File: src/sv/ppm_frame_decoder_defines.svh
// Assertion macros shared by the PPM frame decoder modules.
`ifndef PPM_FRAME_DECODER_DEFINES_SVH
`define PPM_FRAME_DECODER_DEFINES_SVH

`ifndef SYNTHESIS
// A condition that must hold at every clock edge outside reset.
`define PPMFD_ASSERT_ALWAYS(lbl, cond, msg) \
    lbl: assert property (@(posedge clk) disable iff (!rst_n) (cond)) else $error(msg);
// A consequence that must hold in the cycle after its trigger.
`define PPMFD_ASSERT_NEXT(lbl, trig, cons, msg) \
    lbl: assert property (@(posedge clk) disable iff (!rst_n) (trig) |=> (cons)) \
        else $error(msg);
// A consequence that must hold in the same cycle as its trigger.
`define PPMFD_ASSERT_SAME(lbl, trig, cons, msg) \
    lbl: assert property (@(posedge clk) disable iff (!rst_n) (trig) |-> (cons)) \
        else $error(msg);
`else
`define PPMFD_ASSERT_ALWAYS(lbl, cond, msg)
`define PPMFD_ASSERT_NEXT(lbl, trig, cons, msg)
`define PPMFD_ASSERT_SAME(lbl, trig, cons, msg)
`endif

`endif

File: src/sv/ppmfd_pkg.sv
// Shared constants and types of the PPM frame decoder.
package ppmfd_pkg;

    localparam int MAX_CHANNELS_DEF = 8;

    localparam int TICK_W   = 16;
    localparam int STAMP_W  = 64;
    localparam int MINCH_W  = 4;
    localparam int INDEX_W  = 3;
    localparam int CFG_IDX_W = 3;
    localparam int CFG_DATA_W = 16;
    localparam int IN_DATA_W  = 80;
    localparam int OUT_DATA_W = 88;

    // Register indexes of the configuration port.
    localparam logic [CFG_IDX_W-1:0] CFG_LOW_PULSE_MAX      = 3'd0;
    localparam logic [CFG_IDX_W-1:0] CFG_CHANNEL_WIDTH_MIN  = 3'd1;
    localparam logic [CFG_IDX_W-1:0] CFG_CHANNEL_WIDTH_MAX  = 3'd2;
    localparam logic [CFG_IDX_W-1:0] CFG_START_GAP_MIN      = 3'd3;
    localparam logic [CFG_IDX_W-1:0] CFG_MIN_FRAME_CHANNELS = 3'd4;

    // Reset values of the configuration registers.
    localparam logic [TICK_W-1:0]  RST_LOW_PULSE_MAX      = 16'd500;
    localparam logic [TICK_W-1:0]  RST_CHANNEL_WIDTH_MIN  = 16'd800;
    localparam logic [TICK_W-1:0]  RST_CHANNEL_WIDTH_MAX  = 16'd2200;
    localparam logic [TICK_W-1:0]  RST_START_GAP_MIN      = 16'd2500;
    localparam logic [MINCH_W-1:0] RST_MIN_FRAME_CHANNELS = 4'd5;

    // Decoder phase codes.
    localparam logic [1:0] PH_SYNC     = 2'd0;
    localparam logic [1:0] PH_ARMING   = 2'd1;
    localparam logic [1:0] PH_ACTIVE   = 2'd2;
    localparam logic [1:0] PH_INACTIVE = 2'd3;

    typedef struct packed {
        logic [TICK_W-1:0]  low_pulse_max;
        logic [TICK_W-1:0]  channel_width_min;
        logic [TICK_W-1:0]  channel_width_max;
        logic [TICK_W-1:0]  start_gap_min;
        logic [MINCH_W-1:0] min_frame_channels;
    } cfg_t;

endpackage

File: src/sv/ppmfd_store.sv
// Frame store: synchronous channel-width memory with registered read data.
module ppmfd_store #(
    parameter int DEPTH = ppmfd_pkg::MAX_CHANNELS_DEF,
    parameter int AW    = $clog2(DEPTH)
) (
    input  logic                          clk,
    input  logic                          wr_en,
    input  logic [AW-1:0]                 wr_addr,
    input  logic [ppmfd_pkg::TICK_W-1:0]  wr_data,
    input  logic                          rd_en,
    input  logic [AW-1:0]                 rd_addr,
    output logic [ppmfd_pkg::TICK_W-1:0]  rd_data
);

    logic [ppmfd_pkg::TICK_W-1:0] store_mem [DEPTH];
    logic [ppmfd_pkg::TICK_W-1:0] rd_data_reg;

    always_ff @(posedge clk)
    begin
        if (wr_en)
        begin
            store_mem[wr_addr] <= wr_data;
        end
    end

    always_ff @(posedge clk)
    begin
        if (rd_en)
        begin
            rd_data_reg <= store_mem[rd_addr];
        end
    end

    assign rd_data = rd_data_reg;

endmodule

File: src/sv/ppmfd_core.sv
// Edge decoder and frame publishing sequencer around the frame store.
`include "ppm_frame_decoder_defines.svh"

module ppmfd_core #(
    parameter int MAX_CHANNELS = ppmfd_pkg::MAX_CHANNELS_DEF
) (
    input  logic                              clk,
    input  logic                              rst_n,
    input  ppmfd_pkg::cfg_t                   cfg,
    input  logic                              in_valid,
    output logic                              in_ready,
    input  logic [ppmfd_pkg::TICK_W-1:0]      capture_time,
    input  logic                              capture_overflow,
    input  logic [ppmfd_pkg::STAMP_W-1:0]     now_ticks,
    output logic                              out_valid,
    input  logic                              out_ready,
    output logic                              frame_valid,
    output logic [ppmfd_pkg::INDEX_W-1:0]     channel_index,
    output logic [ppmfd_pkg::TICK_W-1:0]      pulse_width,
    output logic [ppmfd_pkg::STAMP_W-1:0]     frame_time,
    output logic                              last_of_frame
);

    localparam int CW   = $clog2(MAX_CHANNELS + 1);
    localparam int IW   = $clog2(MAX_CHANNELS);
    localparam int CMPW = (CW > ppmfd_pkg::MINCH_W) ? CW : ppmfd_pkg::MINCH_W;

    localparam logic [1:0] ST_IDLE   = 2'd0;
    localparam logic [1:0] ST_PUB_RD = 2'd1;
    localparam logic [1:0] ST_PUB_WT = 2'd2;

    logic [1:0]                      state_reg, state_next;
    logic [1:0]                      phase_reg, phase_next;
    logic [ppmfd_pkg::TICK_W-1:0]    edge_reg, edge_next;
    logic [ppmfd_pkg::TICK_W-1:0]    mark_reg, mark_next;
    logic [CW-1:0]                   count_reg, count_next;
    logic [CW-1:0]                   pub_count_reg, pub_count_next;
    logic [CW-1:0]                   pub_idx_reg, pub_idx_next;
    logic                            pub_valid_reg, pub_valid_next;
    logic [ppmfd_pkg::STAMP_W-1:0]   pub_time_reg, pub_time_next;
    logic                            out_valid_reg, out_valid_next;
    logic                            out_fv_reg, out_fv_next;
    logic [ppmfd_pkg::INDEX_W-1:0]   out_idx_reg, out_idx_next;
    logic [ppmfd_pkg::TICK_W-1:0]    out_width_reg, out_width_next;
    logic [ppmfd_pkg::STAMP_W-1:0]   out_time_reg, out_time_next;
    logic                            out_last_reg, out_last_next;

    logic                            in_acc;
    logic                            out_free;
    logic                            out_load;
    logic [ppmfd_pkg::TICK_W-1:0]    gap;
    logic [ppmfd_pkg::TICK_W-1:0]    width;
    logic [ppmfd_pkg::MINCH_W-1:0]   need;
    logic                            frame_ok;
    logic                            pub_last;
    logic                            store_we;
    logic                            store_re;
    logic [ppmfd_pkg::TICK_W-1:0]    store_rdata;

    ppmfd_store #(
        .DEPTH (MAX_CHANNELS),
        .AW    (IW)
    ) u_store (
        .clk     (clk),
        .wr_en   (store_we),
        .wr_addr (count_reg[IW-1:0]),
        .wr_data (width),
        .rd_en   (store_re),
        .rd_addr (pub_idx_reg[IW-1:0]),
        .rd_data (store_rdata)
    );

    assign in_ready = (state_reg == ST_IDLE);
    assign in_acc   = in_valid && in_ready;
    assign out_free = !out_valid_reg || out_ready;
    assign out_load = (state_reg == ST_PUB_WT) && out_free;

    assign gap   = capture_time - edge_reg;
    assign width = capture_time - mark_reg;
    assign need  = (cfg.min_frame_channels == '0) ? ppmfd_pkg::MINCH_W'(1)
                                                  : cfg.min_frame_channels;
    assign frame_ok = (count_reg != '0) && (CMPW'(count_reg) >= CMPW'(need));
    assign pub_last = !pub_valid_reg || ((pub_idx_reg + CW'(1)) == pub_count_reg);
    assign store_re = (state_reg == ST_PUB_RD) && pub_valid_reg;

    always_comb
    begin
        state_next     = state_reg;
        phase_next     = phase_reg;
        edge_next      = edge_reg;
        mark_next      = mark_reg;
        count_next     = count_reg;
        pub_count_next = pub_count_reg;
        pub_idx_next   = pub_idx_reg;
        pub_valid_next = pub_valid_reg;
        pub_time_next  = pub_time_reg;
        store_we       = 1'b0;

        unique case (state_reg)
            ST_IDLE:
            begin
                if (in_acc)
                begin
                    if (capture_overflow)
                    begin
                        phase_next = ppmfd_pkg::PH_SYNC;
                        count_next = '0;
                    end
                    else
                    begin
                        edge_next = capture_time;
                        if (gap >= cfg.start_gap_min)
                        begin
                            pub_valid_next = frame_ok;
                            pub_count_next = count_reg;
                            pub_idx_next   = '0;
                            pub_time_next  = now_ticks;
                            count_next     = '0;
                            phase_next     = ppmfd_pkg::PH_ARMING;
                            state_next     = ST_PUB_RD;
                        end
                        else
                        begin
                            unique case (phase_reg)
                                ppmfd_pkg::PH_SYNC:
                                begin
                                end
                                ppmfd_pkg::PH_ARMING:
                                begin
                                    if (gap > cfg.low_pulse_max)
                                    begin
                                        phase_next = ppmfd_pkg::PH_SYNC;
                                        count_next = '0;
                                    end
                                    else
                                    begin
                                        mark_next  = capture_time;
                                        phase_next = ppmfd_pkg::PH_INACTIVE;
                                    end
                                end
                                ppmfd_pkg::PH_INACTIVE:
                                begin
                                    phase_next = ppmfd_pkg::PH_ACTIVE;
                                end
                                ppmfd_pkg::PH_ACTIVE:
                                begin
                                    mark_next = capture_time;
                                    if ((width < cfg.channel_width_min) ||
                                        (width > cfg.channel_width_max))
                                    begin
                                        phase_next = ppmfd_pkg::PH_SYNC;
                                        count_next = '0;
                                    end
                                    else
                                    begin
                                        if (count_reg < CW'(MAX_CHANNELS))
                                        begin
                                            store_we   = 1'b1;
                                            count_next = count_reg + CW'(1);
                                        end
                                        phase_next = ppmfd_pkg::PH_INACTIVE;
                                    end
                                end
                            endcase
                        end
                    end
                end
            end
            ST_PUB_RD:
            begin
                state_next = ST_PUB_WT;
            end
            ST_PUB_WT:
            begin
                if (out_free)
                begin
                    if (pub_last)
                    begin
                        state_next = ST_IDLE;
                    end
                    else
                    begin
                        pub_idx_next = pub_idx_reg + CW'(1);
                        state_next   = ST_PUB_RD;
                    end
                end
            end
            default:
            begin
                state_next = ST_IDLE;
            end
        endcase
    end

    always_comb
    begin
        out_valid_next = out_valid_reg && !out_ready;
        out_fv_next    = out_fv_reg;
        out_idx_next   = out_idx_reg;
        out_width_next = out_width_reg;
        out_time_next  = out_time_reg;
        out_last_next  = out_last_reg;
        if (out_load)
        begin
            out_valid_next = 1'b1;
            out_fv_next    = pub_valid_reg;
            out_idx_next   = pub_idx_reg[ppmfd_pkg::INDEX_W-1:0];
            out_width_next = pub_valid_reg ? store_rdata : '0;
            out_time_next  = pub_time_reg;
            out_last_next  = pub_last;
        end
    end

    always_ff @(posedge clk or negedge rst_n)
    begin
        if (!rst_n)
        begin
            state_reg     <= ST_IDLE;
            phase_reg     <= ppmfd_pkg::PH_SYNC;
            edge_reg      <= '0;
            mark_reg      <= '0;
            count_reg     <= '0;
            pub_count_reg <= '0;
            pub_idx_reg   <= '0;
            pub_valid_reg <= 1'b0;
            out_valid_reg <= 1'b0;
            out_last_reg  <= 1'b0;
        end
        else
        begin
            state_reg     <= state_next;
            phase_reg     <= phase_next;
            edge_reg      <= edge_next;
            mark_reg      <= mark_next;
            count_reg     <= count_next;
            pub_count_reg <= pub_count_next;
            pub_idx_reg   <= pub_idx_next;
            pub_valid_reg <= pub_valid_next;
            out_valid_reg <= out_valid_next;
            out_last_reg  <= out_last_next;
        end
    end

    always_ff @(posedge clk)
    begin
        pub_time_reg  <= pub_time_next;
        out_fv_reg    <= out_fv_next;
        out_idx_reg   <= out_idx_next;
        out_width_reg <= out_width_next;
        out_time_reg  <= out_time_next;
    end

    assign out_valid     = out_valid_reg;
    assign frame_valid   = out_fv_reg;
    assign channel_index = out_idx_reg;
    assign pulse_width   = out_width_reg;
    assign frame_time    = out_time_reg;
    assign last_of_frame = out_last_reg;

    // The store is only written while idle, so a publish run never races a write.
    `PPMFD_ASSERT_SAME(a_no_write_in_publish, state_reg != ST_IDLE, !store_we, "store written during publish")
    `PPMFD_ASSERT_ALWAYS(a_count_bound, count_reg <= CW'(MAX_CHANNELS), "channel count above maximum")
    `PPMFD_ASSERT_NEXT(a_overflow_resync, in_acc && capture_overflow, (phase_reg == ppmfd_pkg::PH_SYNC) && (count_reg == '0), "overflow did not resync")
    `PPMFD_ASSERT_NEXT(a_reject_is_last, out_load && !pub_valid_reg, out_last_reg && (out_width_reg == '0), "rejected frame result malformed")

endmodule

File: src/sv/ppm_frame_decoder.sv
// Top level of the PPM frame decoder: ports, configuration registers, core.
//
//   Channel   Direction  Handshake                      Carries
//   s_axis    in         s_axis_tvalid / s_axis_tready  one captured edge
//   m_axis    out        m_axis_tvalid / m_axis_tready  one channel of a frame or a reject
//   cfg       in         cfg_wr_en (no wait)            one register write
//
// An edge transaction that does not close a frame keeps the decoder idle, and the
// next edge can be accepted in the following cycle. An edge that closes a frame of
// N valid channels starts a publish run with one frame store read and one output
// register load per result; a rejected frame yields one result and no store read.
// Stalls on m_axis stretch a publish run; s_axis_tready stays low until the last
// result of the run sits in the output register. Reset is asynchronous and takes
// effect at once; the frame store needs no clearing pass.
`include "ppm_frame_decoder_defines.svh"

module ppm_frame_decoder #(
    parameter int MAX_CHANNELS = ppmfd_pkg::MAX_CHANNELS_DEF
) (
    input  logic                                 clk,
    input  logic                                 rst_n,
    input  logic                                 s_axis_tvalid,
    output logic                                 s_axis_tready,
    // tdata: capture_time[15:0], now_ticks[79:16]
    input  logic [ppmfd_pkg::IN_DATA_W-1:0]      s_axis_tdata,
    // tuser: capture_overflow[0]
    input  logic                                 s_axis_tuser,
    output logic                                 m_axis_tvalid,
    input  logic                                 m_axis_tready,
    // tdata: channel_index[2:0], pulse_width[18:3], frame_time[82:19], zero[87:83]
    output logic [ppmfd_pkg::OUT_DATA_W-1:0]     m_axis_tdata,
    // tuser: frame_valid[0]
    output logic                                 m_axis_tuser,
    output logic                                 m_axis_tlast,
    input  logic                                 cfg_wr_en,
    input  logic [ppmfd_pkg::CFG_IDX_W-1:0]      cfg_index,
    input  logic [ppmfd_pkg::CFG_DATA_W-1:0]     cfg_data
);

    localparam int PAD_W = ppmfd_pkg::OUT_DATA_W - ppmfd_pkg::INDEX_W
                         - ppmfd_pkg::TICK_W - ppmfd_pkg::STAMP_W;

    ppmfd_pkg::cfg_t                  cfg_reg, cfg_next;
    logic [ppmfd_pkg::INDEX_W-1:0]    channel_index;
    logic [ppmfd_pkg::TICK_W-1:0]     pulse_width;
    logic [ppmfd_pkg::STAMP_W-1:0]    frame_time;

    // Configuration writes land in the addressed register; other indexes are ignored.
    always_comb
    begin
        cfg_next = cfg_reg;
        if (cfg_wr_en)
        begin
            unique case (cfg_index)
                ppmfd_pkg::CFG_LOW_PULSE_MAX:      cfg_next.low_pulse_max = cfg_data;
                ppmfd_pkg::CFG_CHANNEL_WIDTH_MIN:  cfg_next.channel_width_min = cfg_data;
                ppmfd_pkg::CFG_CHANNEL_WIDTH_MAX:  cfg_next.channel_width_max = cfg_data;
                ppmfd_pkg::CFG_START_GAP_MIN:      cfg_next.start_gap_min = cfg_data;
                ppmfd_pkg::CFG_MIN_FRAME_CHANNELS:
                    cfg_next.min_frame_channels = cfg_data[ppmfd_pkg::MINCH_W-1:0];
                default:
                begin
                end
            endcase
        end
    end

    always_ff @(posedge clk or negedge rst_n)
    begin
        if (!rst_n)
        begin
            cfg_reg.low_pulse_max      <= ppmfd_pkg::RST_LOW_PULSE_MAX;
            cfg_reg.channel_width_min  <= ppmfd_pkg::RST_CHANNEL_WIDTH_MIN;
            cfg_reg.channel_width_max  <= ppmfd_pkg::RST_CHANNEL_WIDTH_MAX;
            cfg_reg.start_gap_min      <= ppmfd_pkg::RST_START_GAP_MIN;
            cfg_reg.min_frame_channels <= ppmfd_pkg::RST_MIN_FRAME_CHANNELS;
        end
        else
        begin
            cfg_reg <= cfg_next;
        end
    end

    // The core decodes each edge transaction and runs the publish sequence,
    // reading the frame store one channel at a time into its output register.
    ppmfd_core #(
        .MAX_CHANNELS (MAX_CHANNELS)
    ) u_core (
        .clk              (clk),
        .rst_n            (rst_n),
        .cfg              (cfg_reg),
        .in_valid         (s_axis_tvalid),
        .in_ready         (s_axis_tready),
        .capture_time     (s_axis_tdata[15:0]),
        .capture_overflow (s_axis_tuser),
        .now_ticks        (s_axis_tdata[79:16]),
        .out_valid        (m_axis_tvalid),
        .out_ready        (m_axis_tready),
        .frame_valid      (m_axis_tuser),
        .channel_index    (channel_index),
        .pulse_width      (pulse_width),
        .frame_time       (frame_time),
        .last_of_frame    (m_axis_tlast)
    );

    assign m_axis_tdata = {{PAD_W{1'b0}}, frame_time, pulse_width, channel_index};

endmodule

File: config.mk
export PLATFORM = sky130hd
export DESIGN_NAME = ppm_frame_decoder
export DESIGN_NICKNAME = d
export VERILOG_FILES = /design/src/sv/ppmfd_pkg.sv /design/src/sv/ppmfd_store.sv /design/src/sv/ppmfd_core.sv /design/src/sv/ppm_frame_decoder.sv
export VERILOG_INCLUDE_DIRS = /design/src /design/src/sv
export SDC_FILE = /design/constraint.sdc
export NUM_CORES = 1
export LEC_CHECK = 0
export BUFFER_PORTS_ARGS = -buffer_cell sky130_fd_sc_hd__buf_2
export CAP_MARGIN = 40
export CORE_MARGIN = 2
export CORE_UTILIZATION = 35
export DETAILED_ROUTE_END_ITERATION = 7
export HOLD_SLACK_MARGIN = 0.06
export SYNTH_ARGS = -nofsm -noshare
export SYNTH_HDL_FRONTEND = slang
export SYNTH_HIERARCHICAL = 1
export SYNTH_SLANG_ARGS = --single-unit
File: constraint.sdc
create_clock -name clk -period 7.2 [get_ports clk]
set_input_delay 0.36 -clock clk [delete_from_list [all_inputs] [get_ports clk]]
set_output_delay 0.36 -clock clk [all_outputs]
set_load 0.05 [all_outputs]
* Yosys cells after proc, flatten, opt, wreduce, memory -nomap -nowiden
Memory sizes are Yosys's and may differ from the RTL's. A register that Yosys moved wholly into a read port is not among the register bits.
Cells that the tools add are included.
** Storage, ports and cells
- Register bits after elaboration :: 267
- Output and inout bits :: 92
- Word-level logic and storage cells :: 118
- Input port bits :: 105
- Bits in writable memories :: 128
- Memories kept :: 1
** Operators by class
- Reductions and logical operators :: 31
- Magnitude comparators :: 6
- Add/sub/neg operators :: 4
- Bitwise gates (word level) :: 2
- Multiplexer cells :: 36
- Equal/unequal tests :: 18
** Memories
- u_core.u_store.store_mem :: depth 8, width 16, read ports 1, clocked after memory_dff 1, write ports 1, RTL line ppmfd_store.sv:15 : logic [ppmfd_pkg::TICK_W-1:0] store_mem [DEPTH];
** Operators with widths (number)
- 4-bit 2-to-1 mux :: 11
- 16-bit > comparator :: 2
- 16-bit case mux with 2 select lines :: 1
- 16-bit subtractor :: 2
- 16-bit greater-or-equal comparator :: 1
- 16-bit < comparator :: 1
- 16-bit 2-to-1 mux :: 1
- 2-bit 2-to-1 mux :: 8
- 4-bit case mux with 2 select lines :: 2
- 2-bit case mux with 3 select lines :: 2
- 6-bit AND reduction :: 2
- 1-bit 2-to-1 mux :: 11
- 2-bit inequality test, second input constant :: 5
- 2-bit AND reduction :: 5
- 4-bit by 1-bit adder with 4-bit output, second input constant :: 2
- 4-bit AND reduction :: 2
- 4-bit nonzero test :: 2
- 2-bit == test, second input constant :: 3
- 3-bit by 2-bit == test with 1-bit output, second input constant :: 2
- 3-bit AND reduction :: 2
- 1-bit logical AND :: 5
- 5-bit by 2-bit inequality test with 1-bit output, second input constant :: 1
- 5-bit AND reduction :: 1
- 5-bit nonzero test :: 1
- 15 further kinds :: 22

* Depth between registers and ports, before layout
- Word-level depth :: 11
- Mapped depth :: 21
- Depth with buffers taken out :: 21

* Modules after synthesis
Netlist, hierarchy kept.
** Modules (own cells, without submodules)
- ppmfd_core :: cells each 805, sequential area each 5720.5 µm², instances 1, area an instance 10033.4 µm²
- ppmfd_store :: cells each 214, sequential area each 4324.1 µm², instances 1, area an instance 5454.0 µm²
- ppm_frame_decoder :: cells each 153, sequential area each 1726.7 µm², instances 1, area an instance 2682.6 µm²

* Worst setup path before layout
Ideal clock, no wire load.
- Kind :: register to register
- Start point :: register u_core.out_valid_reg, in the netlist u_core/out_valid
- End point :: register u_core.pub_idx_reg[3]
- Required time :: 7.134 ns
- Data arrival time :: 6.201 ns
- Clock period less this slack :: 6.267 ns
- Cell stages (with the launch flop) :: 8
- Buffers on the path :: 0
- Library setup time :: 0.066 ns
- Slack :: 0.933 ns
- Cells stage by stage :: dfrtp_1 > nand2b_1 > nor2b_1 > o311ai_0 > inv_1 > a31oi_1 > or4_1 > nand2_1
** Between the ends
- Cells in the longest elaborated chain, start to end :: 4
** RTL lines
- from (decl) :: RTL line ppmfd_core.sv:41 : logic out_valid_reg, out_valid_next;
- from (signal assigned) :: RTL line ppmfd_core.sv:239 : out_valid_reg <= out_valid_next;
- 1-bit zero test :: RTL line ppmfd_core.sv:75 : assign out_free = !out_valid_reg || out_ready;
- 1-bit logical OR :: RTL line ppmfd_core.sv:75
- 2-bit by 1-bit inequality test with 1-bit output (no line)
- 6-bit AND reduction (no line)
- to (signal assigned) :: RTL line ppmfd_core.sv:237 : pub_idx_reg <= pub_idx_next;
- to (decl) :: RTL line ppmfd_core.sv:38 : logic [CW-1:0] pub_idx_reg, pub_idx_next;
Every way passes these cells.
A chain may end at the register's enable or synchronous reset.

* Final worst setup path
- Start point :: input port s_axis_tdata[0] (netlist bit)
- End point :: memory u_core/u_store/store_mem[4][13] (netlist bit) (enable)
** Between the ends
- Cells in the longest elaborated chain, start to end :: 11
- Elaborated cells on any way between the ends :: 14
- Those cells by class :: add/sub: 2; order compare: 3; mux: 8; reduce/logical: 1
** RTL lines
- from (decl) :: RTL line ppm_frame_decoder.sv:25 : input logic [ppmfd_pkg::IN_DATA_W-1:0] s_axis_tdata,
- 16-bit subtractor * :: RTL line ppmfd_core.sv:79 : assign width = capture_time - mark_reg;
- via u_core.width, one bit :: RTL line ppmfd_core.sv:52 : logic [ppmfd_pkg::TICK_W-1:0] width;
- 16-bit < comparator or 16-bit > comparator (tied branches) :: RTL line ppmfd_core.sv:148, ppmfd_core.sv:149
- 1-bit logical OR * :: RTL line ppmfd_core.sv:148 : if ((width < cfg.channel_width_min) ||
- 1-bit 2-to-1 mux * :: RTL line ppmfd_core.sv:148
- 1-bit 2-to-1 mux * :: RTL line ppmfd_core.sv:124 : unique case (phase_reg)
- 1-bit 2-to-1 mux * :: RTL line ppmfd_core.sv:112 : if (gap >= cfg.start_gap_min)
- 1-bit 2-to-1 mux * :: RTL line ppmfd_core.sv:104 : if (capture_overflow)
- 1-bit 2-to-1 mux * :: RTL line ppmfd_core.sv:102 : if (in_acc)
- 1-bit 2-to-1 mux * :: RTL line ppmfd_core.sv:99 : unique case (state_reg)
- via u_core.store_we :: RTL line ppmfd_core.sv:56 : logic store_we;
- 1-bit 2-to-1 mux * :: RTL line ppmfd_store.sv:20 : if (wr_en)
- 1-bit 2-to-1 mux (implied by the code) * :: RTL line ppmfd_store.sv:22 : store_mem[wr_addr] <= wr_data;
- to (decl) :: RTL line ppmfd_store.sv:15
The timed path passes the listed nets; every way through them passes the cells marked *.

==> impl_metrics.json <==
{
  "p_sw_share_pct": 36.6,
  "synth_area_um2": 18200,
  "cts_root_buf": "clkbuf_16",
  "fin_cells": 2207,
  "ant_nets": 0,
  "slew-limit-headroom_pct": 41.8,
  "insertion_delay_ns": 0.58,
  "cts.sinks": 411,
  "setup.worst_path.start_class": "input port",
  "required_ns": 7.45,
  "drt_iter0_markers": 499,
  "async_reset_ff_share_pct": 29.0,
  "grt_pass1_vias": 10800,
  "core_um2": 51300,
  "postSynthAreaPerCell_um2": 15.5,
  "dp_hpwl_mm": 27.7,
  "synth.top_cell.area_share_pct": 48.3,
  "synth-edff-count": 292,
  "cts_buffers": 44,
  "status": "finished clean",
  "htreeDepth": 2,
  "placed_cells": 2050,
  "antenna_cells": 0,
  "wl_per_cell_um": 18.1,
  "antenna_found_initial": 0,
  "vdd_ir_drop_max_v": 0.000249,
  "slowest_stage": "xnor2_1",
  "synthTopCellsByArea": "edfxtp_1 (48%), dfrtp_1 (14%), ha_1 (7.1%)",
  "path_cells": "dlygate4sd3_1 -> buf_2 -> inv_1 -> ha_1 -> fa_1 -> nor2b_1 -> o21a_1 -> o21ai_0 -> a21oi_1 -> a41o_1 -> o221ai_1 -> xnor2_1 -> ha_1 -> nand4_1 -> nor4_1 -> or3_1 -> o211a_4 -> nand2_1 -> nor3_1 -> nand2_1 -> nor3_2 -> buf_4",
  "routabilityCongestion": 0.816,
  "grt_max_degree": 66,
  "crit_fanout": 16,
  "yosysSeqAreaShare_pct": 64.8,
  "rsz0062_at_grt": "no",
  "ios": 197,
  "drc_errors": 0,
  "syn2layout_area_growth_pct": 22.8,
  "synthCells": 1172,
  "critPathKind": "in2reg",
  "die_w_um": 232,
  "sequentialPowerShare_pct": 36.9,
  "fin_nets": 1701,
  "power-per-cell-area_nw_per_um2": 424,
  "num_rows": 83,
  "fmax_mhz": 183,
  "synth_most_common_cell": "edfxtp_1",
  "final.setup.tns_ns": 0,
  "yosys-top-cells-count": "edfxtp_1 (292), inv_1 (115), ha_1 (103), dfrtp_1 (99), mux2_2 (97)",
  "grt_pass1_wl_mm": 61.5,
  "clkPwrFrac_pct": 24.0,
  "ys.flop_type": "edfxtp_1",
  "max_stage_delay_ns": 0.70,
  "drv_cap": 0,
  "ys_warn_count": 6,
  "synthDistinctLibCells": 78,
  "largest_reg_flops": 128,
  "totalWireLength_mm": 40.0,
  "cts_setup_buffers": 0,
  "dieArea_um2": 53800,
  "cts_buffer_depth": 3,
  "io_buffers": 191,
  "comb_power_share_pct": 39.0,
  "cts_tree": "done",
  "hold_class": "in2reg",
  "finalHoldViolCount": 0,
  "drv_slew": 0,
  "vias": 10600,
  "drive_gt1_share_pct": 29.3,
  "end_kind": "register",
  "grt_usage_pct": 15.0,
  "yosysTopAreaCell": "edfxtp_1",
  "grt_overflow": 0,
  "crit_arrival_ns": 5.70,
  "setup_violations": 0,
  "period_share_pct": 75.7,
  "worstMarginPinSlew_ns": 0.869,
  "fin_skew_ns": 0.0213,
  "initial_core_util_pct": 35.4,
  "avgViaCountPerCell": 4.79,
  "clk_pin_slew_ns": 0.06,
  "p_leak_uw": 0.00898,
  "die_y_um": 232,
  "p_switching_uw": 3470,
  "synth_seq_cells": 411,
  "cellInternalPower_uw": 6000,
  "dr.pass1.iters": 5,
  "fin_crit_ns": 5.45
}
## metal layers
metal	routed length, um	up-vias	part of all wire [%]	track usage, %
li1	-	5040	-	-
met4	795	0	2.0	4.37
met3	1760	57	4.4	2.53
met2	20100	216	50	26.3
met5	0	-	0	0
met1	17300	5263	43	18.9
## final timing paths
path,cells past startpoint,end,from,slack [ns]
setup / recovery,22,u_core/u_store/store_mem[4][13],s_axis_tdata[0],1.75
hold / removal,3,u_core/edge_reg[12],s_axis_tdata[12],0.09
setup reg to reg,19,u_core/u_store/store_mem[4][13],u_core/mark_reg[0],1.90
hold reg to reg,0,u_core/frame_time[20],u_core/pub_time_reg[20],0.42
max in group asynchronous,4,u_core/pub_idx_reg[0],rst_n,5.72
min in group asynchronous,2,u_core/edge_reg[7],rst_n,0.23
## stage by stage
step | utilization [%] | area [um2] | setup slack [ns] | hold WS [ns] | power (uW)
6_report | 43.5 | 22300 | 1.75 | 0.0862 | 9460
5_1_grt | 43.5 | 22300 | 1.29 | 0.0851 | 10100
4_1_cts | 43.5 | 22300 | 1.76 | 0.0623 | 9580
3_5_place_dp | 39.1 | 20100 | 1.70 | 0.287 | 7230
3_3_place_gp | 39.0 | 20000 | 1.93 | 0.400 | 7100
2_1_floorplan | - | 18200 | 0.933 | 0.0644 | 6090
## final cells by class
| cell class | count | area (um2) |
|---|---|---|
| Clock buffer | 58 | 1240 |
| Clock inverter | 24 | 233 |
| Fill cell | 4603 | 29000 |
| Inverter | 115 | 432 |
| Multi-Input combinational cell | 625 | 5810 |
| Sequential cell | 411 | 11800 |
| Tap cell | 680 | 851 |
| Timing Repair Buffer | 294 | 1960 |
## worst max-delay path: cells and delay by family
family,cells,cell delay [ns]
simple gates,8,1.60
fa+ha+maj,3,0.93
xor+xnor,1,0.70
compound gates,6,1.07
buf+inv,4,1.02
## power by group through the flow
stage               logic (uW)  clock network (uW)  registers [uW]
floorplan                 2130                   0            3960
global placement          3550                   0            3550
detailed placement        3680                   0            3550
CTS                       3730                2340            3500
global route              4070                2440            3550
finish                    3690                2270            3500
## what timing repair did
action	CTS	global route
hold buffers	75	0
resized for setup	0	0
setup endpoints to repair	0	0
endpoints found under the hold margin	135	0
## placed cells by master (no fill, tap or decap), types with 10 or more instances in the layout
| cell type | count |
|---|---|
| edfxtp_1 | 292 |
| buf_2 | 190 |
| inv_1 | 114 |
| ha_1 | 103 |
| mux2_2 | 97 |
| dfrtp_1 | 97 |
| dlygate4sd3_1 | 75 |
| nand2_1 | 50 |
| clkbuf_16 | 45 |
| o21ai_0 | 39 |
| nor2_1 | 37 |
| a21oi_1 | 31 |
| mux4_1 | 28 |
| buf_4 | 27 |
| dfstp_2 | 20 |
| and2_1 | 19 |
| xnor2_1 | 16 |
| nand2b_1 | 12 |
| xor2_1 | 12 |
| nor2b_1 | 11 |
| nor3_1 | 11 |
| clkinv_2 | 10 |
| nand3_1 | 10 |
## logic make-up (layout without fill, tap and decap cells)
family,Yosys count,count (layout),share of synthesized area [%]
adder cells (fa/ha/maj),105,105,7.31
AND/OR/NAND/NOR,194,194,5.75
XOR/XNOR,29,29,1.40
other,1,5,0.0206
buffers and inverters,140,491,3.46
AO/OA/AOI/OAI,150,150,5.75
flip-flops,411,411,64.8
multiplexers,142,142,11.5
(Power assumes the default switching activity.)
